**src/rtl/lbl_ram.sv**
```systemverilog
// generic simple dual port ram, registered read, read-first on collision
module lbl_ram #(
	parameter int WIDTH = 8,
	parameter int DEPTH = 16
) (
	input  logic                                      clk,
	input  logic                                      we,
	input  logic [((DEPTH > 1) ? $clog2(DEPTH) : 1)-1:0] waddr,
	input  logic [WIDTH-1:0]                          wdata,
	input  logic [((DEPTH > 1) ? $clog2(DEPTH) : 1)-1:0] raddr,
	output logic [WIDTH-1:0]                          rdata
);
	logic [WIDTH-1:0] mem [DEPTH];

	always_ff @(posedge clk) begin
		if (we) begin
			mem[waddr] <= wdata;
		end
		rdata <= mem[raddr];
	end
endmodule

```
**config.mk**
```make
export PLATFORM = sky130hd
export DESIGN_NAME = lbl_ram
export DESIGN_NICKNAME = d
export VERILOG_FILES = /design/src/rtl/lbl_ram.sv
export SDC_FILE = /design/constraint.sdc
export NUM_CORES = 1
export LEC_CHECK = 0
export BUFFER_PORTS_ARGS = -buffer_cell sky130_fd_sc_hd__buf_2
export CAP_MARGIN = 25
export CORE_MARGIN = 2
export CORE_UTILIZATION = 60
export DETAILED_ROUTE_END_ITERATION = 10
export PLACE_DENSITY_LB_ADDON = 0.2
export SETUP_SLACK_MARGIN = 0.15
export SLEW_MARGIN = 15
export SYNTH_ARGS = -nofsm -noshare
export SYNTH_HDL_FRONTEND = slang
export SYNTH_SLANG_ARGS = --single-unit
```
**constraint.sdc**
```tcl
create_clock -name clk -period 1.76 [get_ports clk]
set_input_delay 0.088 -clock clk [delete_from_list [all_inputs] [get_ports clk]]
set_output_delay 0.088 -clock clk [all_outputs]
set_load 0.01 [all_outputs]
```
After elaboration in Yosys (flattened, before gate mapping)
Memories as Yosys holds them, arrays and structs flattened. A register that Yosys moved wholly into a read port is not among the register bits.
Index checks and enable logic that the tools add are counted.
{ "classes": {"addsub": 0, "mul": 0, "div": 0, "n_lt_le_gt_ge": 0, "eq_ne": 0, "shifts": 0, "muxes": 2, "bitwise": 0, "n_reduce_logical": 0} }
{ "op_table": {"columns": ["cell", "count"], "rows": [
  ["$mux W1", 2]
]} }
{ "word_totals": {"ff_bits": 0, "latchBits": 0, "ramBits": 128, "romBits": 0, "input_bits": 18, "out_inout_bits": 8, "word_cells": 3, "mem_count": 1} }
{ "mem_list": {"columns": ["name", "depth", "word_bits", "read_ports", "rd_ports_with_merged_regs", "wr", "line_no", "rtl"], "rows": [
  ["mem", 16, 8, 1, 1, 1, "13", "logic [WIDTH-1:0] mem [DEPTH];"]
]} }

Longest topological paths before layout
{ "logic_depth": {"depth_word": 2, "ltp_mapped": 5, "ltp_nobuf": 3} }

Least setup slack after synthesis
OpenSTA, ideal clock, no wires.
{ "synth_path": {"path_kind": "input to register", "start": "input waddr[2] in the netlist's numbering", "end": "memory mem[0][0] (enable)", "setup_ns": 0.383, "t_arrival_ns": 1.198, "required_ns": 1.377, "slack_ns": 0.179, "stages": 2, "n_path_buf": 0, "path_cell_list": "or3b_2 -> nor3_1"} }
{ "synth_lines": {"columns": ["element", "line_no", "rtl"], "rows": [
  ["start: declaration", "8", "input logic [((DEPTH > 1) ? $clog2(DEPTH) : 1)-1:0] waddr,"],
  ["end: declaration", "13", null]
]} }
Straight into the memory's write port.

==> run metrics <==
Port Buffers=25; clk_lat worst skew=~0.50 ns; Finish-stage setup viols=0; Final min period=approximately 1.4 ns; crit-path cells=mux4_1 -> a22oi_1 -> nand2_1; Post-Syn Nets=247; Vias=2529; async set-or-reset flop fraction in the synthesized netlist=0%; measured slew at the worst slew-check pin=0.391 ns; Final Cycle Share=between 80% and 90%; Root Buffer=clkbuf_8; largest net degree at the start of global routing=33; TritonRoute pass-1 iters=5; RD Place Congestion=around 0.77; GRT Total Usage=22.4%; grt total ovfl=0; Yosys top cell area share=about three quarters; Yosys warnings=0; Die X-Extent=slightly below 100 um; Synth area leader=edfxtp_1; Cell Area, Synth=5150 um2; Synth area leaders=edfxtp_1 (75%), mux4_2 (7.9%), mux4_1 (7.1%), dfxtp_1 (3.1%), a22oi_1 (2.3%); Max VDD drop=just under 1 mV; synth-to-layout area growth=21.7%; Buf/Inv on CP=0; Achievable Freq=~700 MHz; final WL=slightly below 10 mm; outcome=finished clean; Critical R2R Launch=mem[0][0]$_DFFE_PP_; highest-delay cell along the critical path=mux4_1; layout net count=roughly 310; Worst Hold Launch=waddr[0]; Area after DPL=around 5500 um2; Initial Util=slightly above 60%; Rows=33; Mapped Cells=229; clock skew=0.00753 ns; layout cells sized above 1=32.5%; CP top delay family=multiplexers; Overall Power=roughly 7.7 mW; Slew HR=about three quarters; Leakage=between 2 and 2.5 nW; antenna viol nets, final=0; Final TNS setup=0 ns; Crit Path Class=flip-flop to flip-flop; Setup Fix Bufs, Post-CTS=0; CTS tree=yes; initial antenna violation count=0; non-filler instance count after layout=a little over 400; worst setup path endpoint=rdata[0]$_DFF_P_; pre-CTS WS=roughly 0.20 ns; r2r worst-path depth=3; CTS Buf Count=17; Max FO, Critical Path=1; Startpoint Class=flip-flop; ys flop type=edfxtp_1; R2R Path End=rdata[0]$_DFF_P_; crit path launch=mem[0][0]$_DFFE_PP_; final routed DRC violation total=0; worst hold margin=around 0.14 ns; final setup margin=approximately 0.34 ns; Slew Limit Fails=0; CP Data Arrival Time=1.80 ns; Initial DRC Count=300; count of different cell masters after synthesis=19; Clock Sinks=approximately 140; post-synthesis sequential area ratio=just under 80%; first-pass GRT wire length=about 15 mm; boundary pin count=26; Final Hold Fails=0; DR vias/cell=6.12; reg-to-reg setup timing slack=roughly 0.34 ns; dpl cells=approximately 370; vias in the first global route=~2.6k; Post-Syn Area per Cell=between 20 and 25 um2; Worst-path clk slew=0.06 ns; Ant. Diodes=0; Post-synth EDFFs=128; Max clock buf depth=2; Detail Placement HPWL=slightly below 6 mm; critical path capture point type=flip-flop; CP peak stage delay=0.54 ns; die area=between 9000 and 10000 um2; WP depth=3; setup repair after global routing missed its margin=no; fin area=~6300 um2; cts hold-fix bufs=8; CP Data Required Time=about 2.1 ns; Max Cap Viol=0; top cells by count, synth=edfxtp_1 (128), mux4_2 (18), a22oi_1 (16); wire per inst=23.4 um; H-tree Lvls=4; Layout Utilization=around 76%; top-count cell post-synth=edfxtp_1; Yosys reg bits=136; pwr/cell area=1230 nW/um2; Post-CTS Resized=0; Worst Hold Class=input port to flip-flop; die height=a little under 100 um; Core Footprint=8260 um2
[worst min-delay path by stage]
| stage | to | slack (ns) | cells past startpoint |
|---|---|---|---|
| after floorplan | mem[0][0]$_DFFE_PP_ | 0.19 | 0 |
| after global placement | mem[7][3]$_DFFE_PP_ | 0.48 | 1 |
| after detailed placement | mem[6][1]$_DFFE_PP_ | 0.48 | 1 |
| after CTS | mem[4][6]$_DFFE_PP_ | 0.12 | 3 |
| after global routing | mem[4][7]$_DFFE_PP_ | 0.15 | 3 |
| final | mem[4][6]$_DFFE_PP_ | 0.14 | 3 |
[logic make-up after synthesis]
| group | Yosys count | synth area share, % |
|---|---|---|
| compound gates | 16 | 2.33 |
| buf+inv | 10 | 1.68 |
| flops | 136 | 77.8 |
| mux | 32 | 15.0 |
| simple gates | 35 | 3.18 |
[per-layer routing]
metal / vias to the layer above / global-route usage, % / share of wire (%)
li1: 1103 / - / -
met1: 1282 / 30.9 / 39
met2: 133 / 36.1 / 52
met3: 11 / 5.85 / 8.8
met4: 0 / 7.04 / 1.1
met5: - / 0 / 0
[layout make-up]
cell class                 count  area (um2)
sequential                   136        4000
fill                         437        1990
multi-input combinational     83        1060
clock buffer                  21         469
timing repair buffer          57         435
clock inverter                11         169
tap                          105         131
[report_power, final]
group	switching [mW]	internal [mW]
Clock	1.25	2.45
Sequential	0.0209	3.62
Combinational	0.198	0.171
[sequential cells by signal, indices dropped and copies added, names as in the netlist]
signal / count
mem: 128
rdata: 8
[tightest hold or removal path: stages]
cell    delay (ns)
buf_2         0.14
nor3_1        0.06
buf_4         0.17
[layout by cell type (no fill, tap or decap), types with 2 or more instances in the layout]
cell type and count:
clkinv_2 2, nand2_1 9, nand3b_1 2, clkinvlp_4 4
clkbuf_8 5, nor2_1 13, nor3_1 4, buf_4 20
clkbuf_16 16, buf_2 25, edfxtp_1 128, nand2b_1 2
buf_12 4, a22oi_1 16, dlygate4sd3_1 8, mux4_1 14
bufinv_16 4, mux4_2 18, dfxtp_1 8
Note: power is estimated with default switching activity, not from simulation.
